**src/rtl/hsv2rgb_pkg.sv**
```systemverilog
// ---------------------------------------------------------------------------
// hsv2rgb_pkg
// Widths, constants, sector codes and helpers for the HSV to RGB converter.
// ---------------------------------------------------------------------------
package hsv2rgb_pkg;

  localparam int FRAC_BITS_DEF = 12;   // hue fraction bits within a sector

  localparam int HUE_W      = 16;      // degrees * 16, signed
  localparam int SV_W       = 14;      // signed Q1.12
  localparam int UNIT_W     = 13;      // unsigned Q1.12, 0..4096
  localparam int UNIT_SHIFT = 12;
  localparam logic [UNIT_W-1:0] UNIT = UNIT_W'(4096);

  // hue + six full turns is always positive and below 2^17
  localparam int XW = HUE_W + 1;
  localparam logic [XW-1:0] HUE_OFFSET = XW'(34560);

  // sector index = x / 960 via reciprocal, result off by at most one
  localparam int QW                       = 7;
  localparam int DIV960_MUL_W             = 18;
  localparam logic [DIV960_MUL_W-1:0] DIV960_MUL = DIV960_MUL_W'(139810);
  localparam int DIV960_SHIFT             = 27;
  localparam int SPAN_W                   = 10;
  localparam logic [SPAN_W-1:0] SECTOR_SPAN = SPAN_W'(960);

  // 960 = 15 * 64
  localparam int SPAN_POW2_SHIFT = 6;
  localparam int ODD_W           = 4;
  localparam logic [ODD_W-1:0] SPAN_ODD = ODD_W'(15);

  // floor(n / 6) = (n * 43) >> 8, exact for n < 128
  localparam int DIV6_W     = 13;
  localparam int DIV6_MUL   = 43;
  localparam int DIV6_SHIFT = 8;
  localparam int NUM_SECTORS = 6;

  typedef enum logic [2:0] {
    SEC_RED_YEL,
    SEC_YEL_GRN,
    SEC_GRN_CYN,
    SEC_CYN_BLU,
    SEC_BLU_MAG,
    SEC_MAG_RED
  } sector_t;

  // clamp signed Q1.12 to 0..1.0
  function automatic logic [UNIT_W-1:0] clamp_unit(input logic signed [SV_W-1:0] a);
    logic [UNIT_W-1:0] res;
    if (a[SV_W-1]) begin
      res = '0;
    end else if (a[SV_W-2:0] > UNIT) begin
      res = UNIT;
    end else begin
      res = a[SV_W-2:0];
    end
    return res;
  endfunction

endpackage

```
**src/rtl/hsv_to_rgb_converter.sv**
```systemverilog
// ---------------------------------------------------------------------------
// hsv_to_rgb_converter
// Pipelined HSV to RGB colour conversion, one pixel per clock unless the output stalls.
// ---------------------------------------------------------------------------
// Takes one HSV request per clock while the output side keeps up: a
// nine-stage pipeline, with a valid bit carried alongside each stage and a
// per-stage ready chain, so a stall at the output only holds the stages that
// are full and bubbles still close up. One colour per cycle leaves while the
// output is not stalled. Hue (degrees, 4 fraction bits, any signed value) is
// wrapped into 0..360 and split into a 60 degree sector and a FRAC_BITS
// fraction; saturation and value are clamped to 0..1.0. Zero saturation
// gives grey. Outputs are unsigned Q1.12, 4096 = full scale, all products
// truncated once. No state is kept between colours.
// ---------------------------------------------------------------------------
module hsv_to_rgb_converter #(
  parameter int FRAC_BITS = hsv2rgb_pkg::FRAC_BITS_DEF
) (
  input  logic                                  clk,
  input  logic                                  rst,
  input  logic                                  in_valid,
  output logic                                  in_ready,
  input  logic signed [hsv2rgb_pkg::HUE_W-1:0]  hue,
  input  logic signed [hsv2rgb_pkg::SV_W-1:0]   saturation,
  input  logic signed [hsv2rgb_pkg::SV_W-1:0]   brightness,
  output logic                                  out_valid,
  input  logic                                  out_ready,
  output logic        [hsv2rgb_pkg::UNIT_W-1:0] red,
  output logic        [hsv2rgb_pkg::UNIT_W-1:0] green,
  output logic        [hsv2rgb_pkg::UNIT_W-1:0] blue
);
  import hsv2rgb_pkg::*;

  localparam int NSTG  = 9;
  localparam int YW    = FRAC_BITS + 4;          // rem << (FRAC_BITS-6), < 15 * 2^FRAC_BITS
  localparam int K15   = FRAC_BITS + 8;          // reciprocal shift for / 15
  localparam int MW15  = FRAC_BITS + 5;
  localparam int PW    = FRAC_BITS + UNIT_W;     // s*f and 1 - s*f terms
  localparam int QPW   = PW + UNIT_W;            // v * term
  localparam int P15W  = YW + MW15;
  localparam int X960W = XW + DIV960_MUL_W;
  localparam int QDW   = QW - 3;                 // sector index / 6 <= 11

  localparam logic [MW15-1:0]    DIV15_MUL = MW15'((64'd1 << K15) / 64'd15);
  localparam logic [PW-1:0]      ONE_F     = PW'(64'd1 << (UNIT_SHIFT + FRAC_BITS));
  localparam logic [FRAC_BITS:0] FONE      = (FRAC_BITS + 1)'(64'd1 << FRAC_BITS);

  // ---------------- handshake: valid per stage, ready chain --------------
  logic [NSTG-1:0] vld;
  logic [NSTG-1:0] adv;   // stage may load this cycle

  always_comb begin
    adv[NSTG-1] = !vld[NSTG-1] || out_ready;
    for (int i = NSTG - 2; i >= 0; i--) begin
      adv[i] = !vld[i] || adv[i+1];
    end
  end

  always_ff @(posedge clk) begin
    if (rst) begin
      vld <= '0;
    end else begin
      if (adv[0]) begin
        vld[0] <= in_valid;
      end
      for (int i = 1; i < NSTG; i++) begin
        if (adv[i]) begin
          vld[i] <= vld[i-1];
        end
      end
    end
  end

  assign in_ready  = adv[0];
  assign out_valid = vld[NSTG-1];

  // ---------------- stage 0: clamp s, v; offset hue ----------------------
  logic [UNIT_W-1:0] sat0, val0;
  logic [XW-1:0]     x0;

  always_ff @(posedge clk) begin
    if (adv[0]) begin
      sat0 <= clamp_unit(saturation);
      val0 <= clamp_unit(brightness);
      x0   <= {hue[HUE_W-1], hue} + HUE_OFFSET;
    end
  end

  // ---------------- stage 1: sector index estimate, p --------------------
  logic [X960W-1:0]    prod960;
  logic [2*UNIT_W-1:0] pprod;
  logic [UNIT_W-1:0]   sat1, val1, p1;
  logic [XW-1:0]       x1;
  logic [QW-1:0]       qe1;

  assign prod960 = X960W'(x0) * X960W'(DIV960_MUL);
  assign pprod   = (2*UNIT_W)'(val0) * (2*UNIT_W)'(UNIT - sat0);

  always_ff @(posedge clk) begin
    if (adv[1]) begin
      sat1 <= sat0;
      val1 <= val0;
      x1   <= x0;
      qe1  <= prod960[DIV960_SHIFT +: QW];
      p1   <= pprod[UNIT_SHIFT +: UNIT_W];
    end
  end

  // ---------------- stage 2: correct index, remainder in sector ----------
  logic [XW-1:0]     r960;
  logic              wrap960;
  logic [XW-1:0]     rem_full;
  logic [UNIT_W-1:0] sat2, val2, p2;
  logic [QW-1:0]     qs2;
  logic [YW-1:0]     y2;

  assign r960     = x1 - XW'(qe1) * XW'(SECTOR_SPAN);
  assign wrap960  = (r960 >= XW'(SECTOR_SPAN));
  assign rem_full = wrap960 ? r960 - XW'(SECTOR_SPAN) : r960;

  always_ff @(posedge clk) begin
    if (adv[2]) begin
      sat2 <= sat1;
      val2 <= val1;
      p2   <= p1;
      qs2  <= qe1 + QW'(wrap960);
      y2   <= YW'(rem_full[SPAN_W-1:0]) << (FRAC_BITS - SPAN_POW2_SHIFT);
    end
  end

  // ---------------- stage 3: sector = index mod 6, fraction estimate -----
  logic [DIV6_W-1:0] mul6;
  logic [QDW-1:0]    qd6;
  logic [QW-1:0]     sec_full;
  logic [P15W-1:0]   prod15;
  logic [UNIT_W-1:0] sat3, val3, p3;
  sector_t           sec3;
  logic [FRAC_BITS-1:0] fe3;
  logic [YW-1:0]     y3;

  assign mul6     = DIV6_W'(qs2) * DIV6_W'(DIV6_MUL);
  assign qd6      = mul6[DIV6_SHIFT +: QDW];
  assign sec_full = qs2 - QW'(qd6) * QW'(NUM_SECTORS);
  assign prod15   = P15W'(y2) * P15W'(DIV15_MUL);

  always_ff @(posedge clk) begin
    if (adv[3]) begin
      sat3 <= sat2;
      val3 <= val2;
      p3   <= p2;
      sec3 <= sector_t'(sec_full[2:0]);
      fe3  <= prod15[K15 +: FRAC_BITS];
      y3   <= y2;
    end
  end

  // ---------------- stage 4: correct fraction ----------------------------
  logic [YW-1:0]        r15;
  logic [UNIT_W-1:0]    sat4, val4, p4;
  sector_t              sec4;
  logic [FRAC_BITS-1:0] f4;

  assign r15 = y3 - YW'(fe3) * YW'(SPAN_ODD);

  always_ff @(posedge clk) begin
    if (adv[4]) begin
      sat4 <= sat3;
      val4 <= val3;
      p4   <= p3;
      sec4 <= sec3;
      f4   <= fe3 + FRAC_BITS'(r15 >= YW'(SPAN_ODD));
    end
  end

  // ---------------- stage 5: s*f and s*(1-f) -----------------------------
  logic [FRAC_BITS:0] onef;
  logic [UNIT_W-1:0]  val5, p5;
  sector_t            sec5;
  logic [PW-1:0]      sf5, sg5;
  logic               grey5;

  assign onef = FONE - (FRAC_BITS + 1)'(f4);

  always_ff @(posedge clk) begin
    if (adv[5]) begin
      val5  <= val4;
      p5    <= p4;
      sec5  <= sec4;
      sf5   <= PW'(sat4) * PW'(f4);
      sg5   <= PW'(PW'(sat4) * PW'(onef));
      grey5 <= (sat4 == '0);
    end
  end

  // ---------------- stage 6: 1 - s*f, 1 - s*(1-f) ------------------------
  logic [UNIT_W-1:0] val6, p6;
  sector_t           sec6;
  logic [PW-1:0]     aq6, at6;
  logic              grey6;

  always_ff @(posedge clk) begin
    if (adv[6]) begin
      val6  <= val5;
      p6    <= p5;
      sec6  <= sec5;
      aq6   <= ONE_F - sf5;
      at6   <= ONE_F - sg5;
      grey6 <= grey5;
    end
  end

  // ---------------- stage 7: q, t ----------------------------------------
  logic [QPW-1:0]    qprod, tprod;
  logic [UNIT_W-1:0] val7, p7, q7, t7;
  sector_t           sec7;
  logic              grey7;

  assign qprod = QPW'(val6) * QPW'(aq6);
  assign tprod = QPW'(val6) * QPW'(at6);

  always_ff @(posedge clk) begin
    if (adv[7]) begin
      val7  <= val6;
      p7    <= p6;
      sec7  <= sec6;
      q7    <= qprod[UNIT_SHIFT + FRAC_BITS +: UNIT_W];
      t7    <= tprod[UNIT_SHIFT + FRAC_BITS +: UNIT_W];
      grey7 <= grey6;
    end
  end

  // ---------------- stage 8: six-way select, output register -------------
  logic [UNIT_W-1:0] red_next, green_next, blue_next;

  always_comb begin
    case (sec7)
      SEC_RED_YEL: begin red_next = val7; green_next = t7;   blue_next = p7;   end
      SEC_YEL_GRN: begin red_next = q7;   green_next = val7; blue_next = p7;   end
      SEC_GRN_CYN: begin red_next = p7;   green_next = val7; blue_next = t7;   end
      SEC_CYN_BLU: begin red_next = p7;   green_next = q7;   blue_next = val7; end
      SEC_BLU_MAG: begin red_next = t7;   green_next = p7;   blue_next = val7; end
      default:     begin red_next = val7; green_next = p7;   blue_next = q7;   end
    endcase
    if (grey7) begin
      red_next   = val7;
      green_next = val7;
      blue_next  = val7;
    end
  end

  always_ff @(posedge clk) begin
    if (adv[8]) begin
      red   <= red_next;
      green <= green_next;
      blue  <= blue_next;
    end
  end

endmodule

```
**config.mk**
```make
export PLATFORM = sky130hd
export DESIGN_NAME = hsv_to_rgb_converter
export DESIGN_NICKNAME = d
export VERILOG_FILES = /design/src/rtl/hsv2rgb_pkg.sv /design/src/rtl/hsv_to_rgb_converter.sv
export SDC_FILE = /design/constraint.sdc
export NUM_CORES = 2
export LEC_CHECK = 0
export ABC_AREA = 1
export BUFFER_PORTS_ARGS = -buffer_cell sky130_fd_sc_hd__clkbuf_2
export CORE_MARGIN = 1.5
export CORE_UTILIZATION = 35
export DETAILED_ROUTE_END_ITERATION = 10
export PLACE_DENSITY_LB_ADDON = 0.1
export REMOVE_ABC_BUFFERS = 1
export SYNTH_ARGS = -nofsm -noshare
export SYNTH_HDL_FRONTEND = slang
export SYNTH_SLANG_ARGS = --single-unit
export TNS_END_PERCENT = 20
```
**constraint.sdc**
```tcl
create_clock -name clk -period 8.6 [get_ports clk]
set_input_delay 0.86 -clock clk [delete_from_list [all_inputs] [get_ports clk]]
set_output_delay 0.86 -clock clk [all_outputs]
set_load 0.01 [all_outputs]
```
* After elaboration in Yosys (flattened, before gate mapping)
Index checks and enable logic that the tools add are counted.
** Cells by class
- Eq/ne operators :: 4
- $add $sub $neg :: 11
- Reductions and logical operators :: 26
- Multiplexer cells :: 9
- $lt $le $gt $ge :: 4
- Multipliers :: 11
** Operators with widths (number)
- one-hot mux 13 bit (3 select lines) :: 3
- multiplier 13 x 25 -> 37 bit :: 2
- two-way mux 13 bit :: 5
- subtractor 25 bit, first input constant :: 2
- multiplier 17 x 17 -> 33 bit, second input constant :: 1
- greater-than comparator 13 bit, second input constant :: 2
- multiplier 10 x 17 -> 26 bit, second input constant :: 1
- multiplier 13 x 12 -> 25 bit :: 1
- multiplier 13 x 13 -> 25 bit :: 1
- multiplier 14 x 14 -> 25 bit :: 1
- adder 17 x 16 -> 17 bit, second input constant :: 1
- >= comparator 17 x 10 -> 1 bit, second input constant :: 1
- subtractor 17 bit :: 1
- >= comparator 16 x 4 -> 1 bit, second input constant :: 1
- multiplier 12 x 4 -> 16 bit, second input constant :: 1
- subtractor 16 bit :: 1
- subtractor 13 x 13 -> 14 bit, first input constant :: 1
- logical NOT 13 bit :: 1
- subtractor 13 x 12 -> 13 bit, first input constant :: 1
- adder 12 x 1 -> 12 bit :: 1
- multiplier 7 x 6 -> 12 bit, second input constant :: 1
- OR reduction 2 bit :: 6
- multiplier 7 x 4 -> 11 bit, second input constant :: 1
- two-way mux 10 bit :: 1
- 10 further kinds :: 27
** Storage, ports and cells
- Logic and storage cells :: 121
- Input port bits :: 48
- Flip-flop bits (word level) :: 544
- Output and inout port bits :: 41

* Logic depth before layout (Yosys ltp)
- Word-level depth :: 10
- Mapped depth :: 34
- Mapped depth without buffers :: 33

* Least setup slack after synthesis
Ideal clock, no wire load.
- Path type :: input to output
- Start point :: in out_ready
- End point :: out in_ready
- Arrival :: 6.520 ns
- Required time :: 7.740 ns
- Cell stages on the path :: 8
- Setup slack :: 1.220 ns
- Buffers on the path :: 0
- Cell sequence :: inv_1 nand2_1 nor2_2 nand4_1 nor2_1 nand2_1 nor2_1 nand2_1
** Between the ends
- Longest elaborated chain between the ends :: 9
** Ends and longest elaborated chain
- from (decl) :: RTL line hsv_to_rgb_converter.sv:26 : input logic out_ready,
- logical OR 1 bit :: RTL line hsv_to_rgb_converter.sv:52 : adv[NSTG-1] = !vld[NSTG-1] || out_ready;
- named net adv[8] :: RTL line hsv_to_rgb_converter.sv:49 : logic [NSTG-1:0] adv;
- logical OR 1 bit (4 in series) :: RTL line hsv_to_rgb_converter.sv:54 : adv[i] = !vld[i] || adv[i+1];
- named net adv[4] :: RTL line hsv_to_rgb_converter.sv:49
- logical OR 1 bit (2 in series) :: RTL line hsv_to_rgb_converter.sv:54
- named net adv[2] :: RTL line hsv_to_rgb_converter.sv:49
- logical OR 1 bit (2 in series) :: RTL line hsv_to_rgb_converter.sv:54
- to (decl) :: RTL line hsv_to_rgb_converter.sv:21 : output logic in_ready,
The timed path passes the listed nets, and every way through them passes these cells.

* Final worst setup path
- Start point :: reg sat0[0]
- End point :: reg p1[12] (data pin)
** Between the ends
- Longest elaborated chain between the ends :: 2
** Ends and longest elaborated chain
- from (decl) :: RTL line hsv_to_rgb_converter.sv:77 : logic [UNIT_W-1:0] sat0, val0;
- from (signal assigned) :: RTL line hsv_to_rgb_converter.sv:82 : sat0 <= clamp_unit(saturation);
- subtractor 13 x 13 -> 14 bit :: RTL line hsv_to_rgb_converter.sv:96 : assign pprod = (2*UNIT_W)'(val0) * (2*UNIT_W)'(UNIT - sat0);
- multiplier 14 x 14 -> 25 bit :: RTL line hsv_to_rgb_converter.sv:96
- named net pprod[24] :: RTL line hsv_to_rgb_converter.sv:90 : logic [2*UNIT_W-1:0] pprod;
- to (signal assigned) :: RTL line hsv_to_rgb_converter.sv:104 : p1 <= pprod[UNIT_SHIFT +: UNIT_W];
- to (decl) :: RTL line hsv_to_rgb_converter.sv:91 : logic [UNIT_W-1:0] sat1, val1, p1;
The timed path passes the listed nets, and every way through them passes these cells.
A chain may end at the register's enable or synchronous reset.

==> reports/qor.yml <==
yosysSeqAreaShare_pct: 25.4
endpoint_kind: "register"
place_area_um2: 66700
fin_area_um2: 68900
io_buffer_count: 88
hold_viol: 0
setup-tns-final_ns: 0
clk_pin_slew_worst_paths_ns: 0.06
synthSimpleGateAreaFrac_pct: 15.2
die_x_um: 430
layout_min_cycle_time_ns: 7.10
drc: 0
start_util_pct: 35.2
slew_headroom_pct: 21.1
cts_buffers: 60
drtIter0Drc: 2522
critPathMaxFanout: 15
clock_skew_ns: 0.0267
drive_above_1_share_pct: 4.49
critPathLaunchType: "register"
layout.nets: 8622
drt_first_pass_iters: 5
final_antenna_net_count: 0
ys_seq_elements: 542
grt_use_total_pct: 18.3
synth_top_area_share_pct: 29.1
io_pins: 89
timing.fmax_ghz: 0.141
finalWirelength_um: 165000
rsz0062_at_grt: "no"
p_sw_mw: 13.3
synth_ff_type: "edfxtp_1"
p_comb_share_pct: 67.7
cp_data_arrival_time_ns: 7.54
p_seq_share_pct: 21.2
die_h_um: 430
synth_top_family_by_area: "adder cells"
critPathRequiredTime_ns: 9.04
num_vias: 44900
synth_edf_count: 533
clockBufferDepth: 3
cts_tree: "yes"
path_common_cell: "inv_1"
synth_top_cell_by_area: "fa_1"
grt_pass1_vias: 48400
fp.dieArea_um2: 185000
syn_area_um2: 63700
avgSynthCellArea_um2: 9.02
hold_start: "hue[7]"
dp_hpwl_um: 131000
gp_congestion: 0.857
cp_slowest_cell: "edfxtp_1"
grt_antenna_before_repair: 1
post_cts_buffers: 0
clock_sinks: 542
yosysMostFrequentCell: "inv_1"
grt_pass1_wl_um: 268000
yosysUniqueCellTypes: 57
period_share_pct: 82.6
htree_levels: 2
core.rowCount: 156
insertion_delay_ns: 0.69
antenna_cells: 0
power_density_nw_per_um2: 371
yosysWarnings: 0
synthAdderAreaFrac_pct: 40.6
cts-resized-gates: 0
gr-total-overflow: 0
synth_common_cells: "inv_1, nand2_1, fa_1"
worst_pin_slew_ns: 1.18
p_leak_nw: 34.9
switching_share_pct: 52.0
p_int_mw: 12.3
cp-startpoint: "sat0[0]"
vias_per_cell: 4.73
critical_path_class: "reg -> reg"
cts_root_buffer: "clkbuf_16"
grt_max_degree: 64
synth_compound_area_share_pct: 4.76
peakVddDrop_mv: 0.392
maxSlewViolCount: 0
p_clk_share_pct: 11.1
area_growth_pct: 8.13
synth.area.top_cells: "fa_1, edfxtp_1, ha_1"
status: "completed"
setup_viol_count_final: 0
synthMuxAreaShare_pct: 0
avgRoutedWirePerCell_um: 17.4
synth-xor-area-share_pct: 2.67
netlist_instances: 7067
critPathMaxStageDelay_ns: 0.74
async_flop_share_pct: 0
core_area_um2: 181000
hold_path_class: "in -> reg"
maxCapViolations: 0
cts_hold_buf: 0
reg2reg_from: "sat0[0]"
[cells in the final DEF (no fill, tap or decap), types with 60 or more instances in the layout]
cell       count
ha_1         585
edfxtp_1     533
nand2_1     1616
a21oi_1      219
inv_1       1715
fa_1         927
o21ai_0      135
xnor2_1       61
nand3_1      157
clkbuf_16     60
clkbuf_2      88
nor2_1       387
xor2_1       133
[power by group through the flow]
stage,sequential (mW),combinational [mW],clock [mW]
after floorplan,4.87,12.9,0
after global placement,5.49,17.5,0
after detailed placement,5.49,17.5,0
after CTS,5.44,17.6,2.95
after global routing,5.55,20.1,3.04
final,5.41,17.3,2.84
[through the flow]
stage	total power [mW]	std cells	utilization, %	hold WS (ns)	worst slack [ns]
2_1_floorplan	17.8	6868	-	0.400	1.22
3_3_place_gp	23.0	9370	36.9	0.400	1.45
3_5_place_dp	23.0	9370	36.9	0.405	1.46
4_1_cts	26.0	9482	38.1	0.303	1.46
5_1_grt	28.7	9482	38.1	0.321	0.930
6_report	25.6	9482	38.1	0.360	1.50
[cell type report]
class	count	area [um^2]
timing repair buffer	132	783
clock inverter	39	556
multi-input combinational	4592	40300
tap	2370	2970
fill	18400	112000
sequential	542	16200
clock buffer	73	1640
inverter	1734	6510
[cells by family after synthesis]
family | after synthesis
compound gates | 522
xor+xnor | 194
fa+ha+maj | 1512
buf+inv | 1933
flops | 542
simple gates | 2364
[registers in the layout, summed over array words and instances, names as in the netlist, 17 cells and up]
name,cells
at6,24
sf5,25
sg5,24
aq6,25
x0,17
x1,17
[metal layers]
layer / GRT usage [%] / part of all wire, %
met1: 23.8 / 44
met2: 32.5 / 49
met3: 1.93 / 3.6
met4: 4.78 / 2.6
met5: 0 / 0
[critical path: cells and delay by family (launching register included)]
kind | cells | cell delay (ns)
AND/OR/NAND/NOR | 7 | 0.63
buffers and inverters | 7 | 0.74
adder cells (fa/ha/maj) | 8 | 3.24
XOR/XNOR | 1 | 0.63
AO/OA/AOI/OAI | 5 | 0.90
flip-flops | 1 | 0.74
[worst paths after layout]
| path | to | slack, ns | depth (start not counted) |
|---|---|---|---|
| min reg2reg | val2[10] | 0.40 | 0 |
| max | p1[12] | 1.50 | 28 |
| max reg2reg | p1[12] | 1.50 | 28 |
| min | x0[7] | 0.36 | 1 |
No activity file was read; power rests on OpenSTA's default activity.
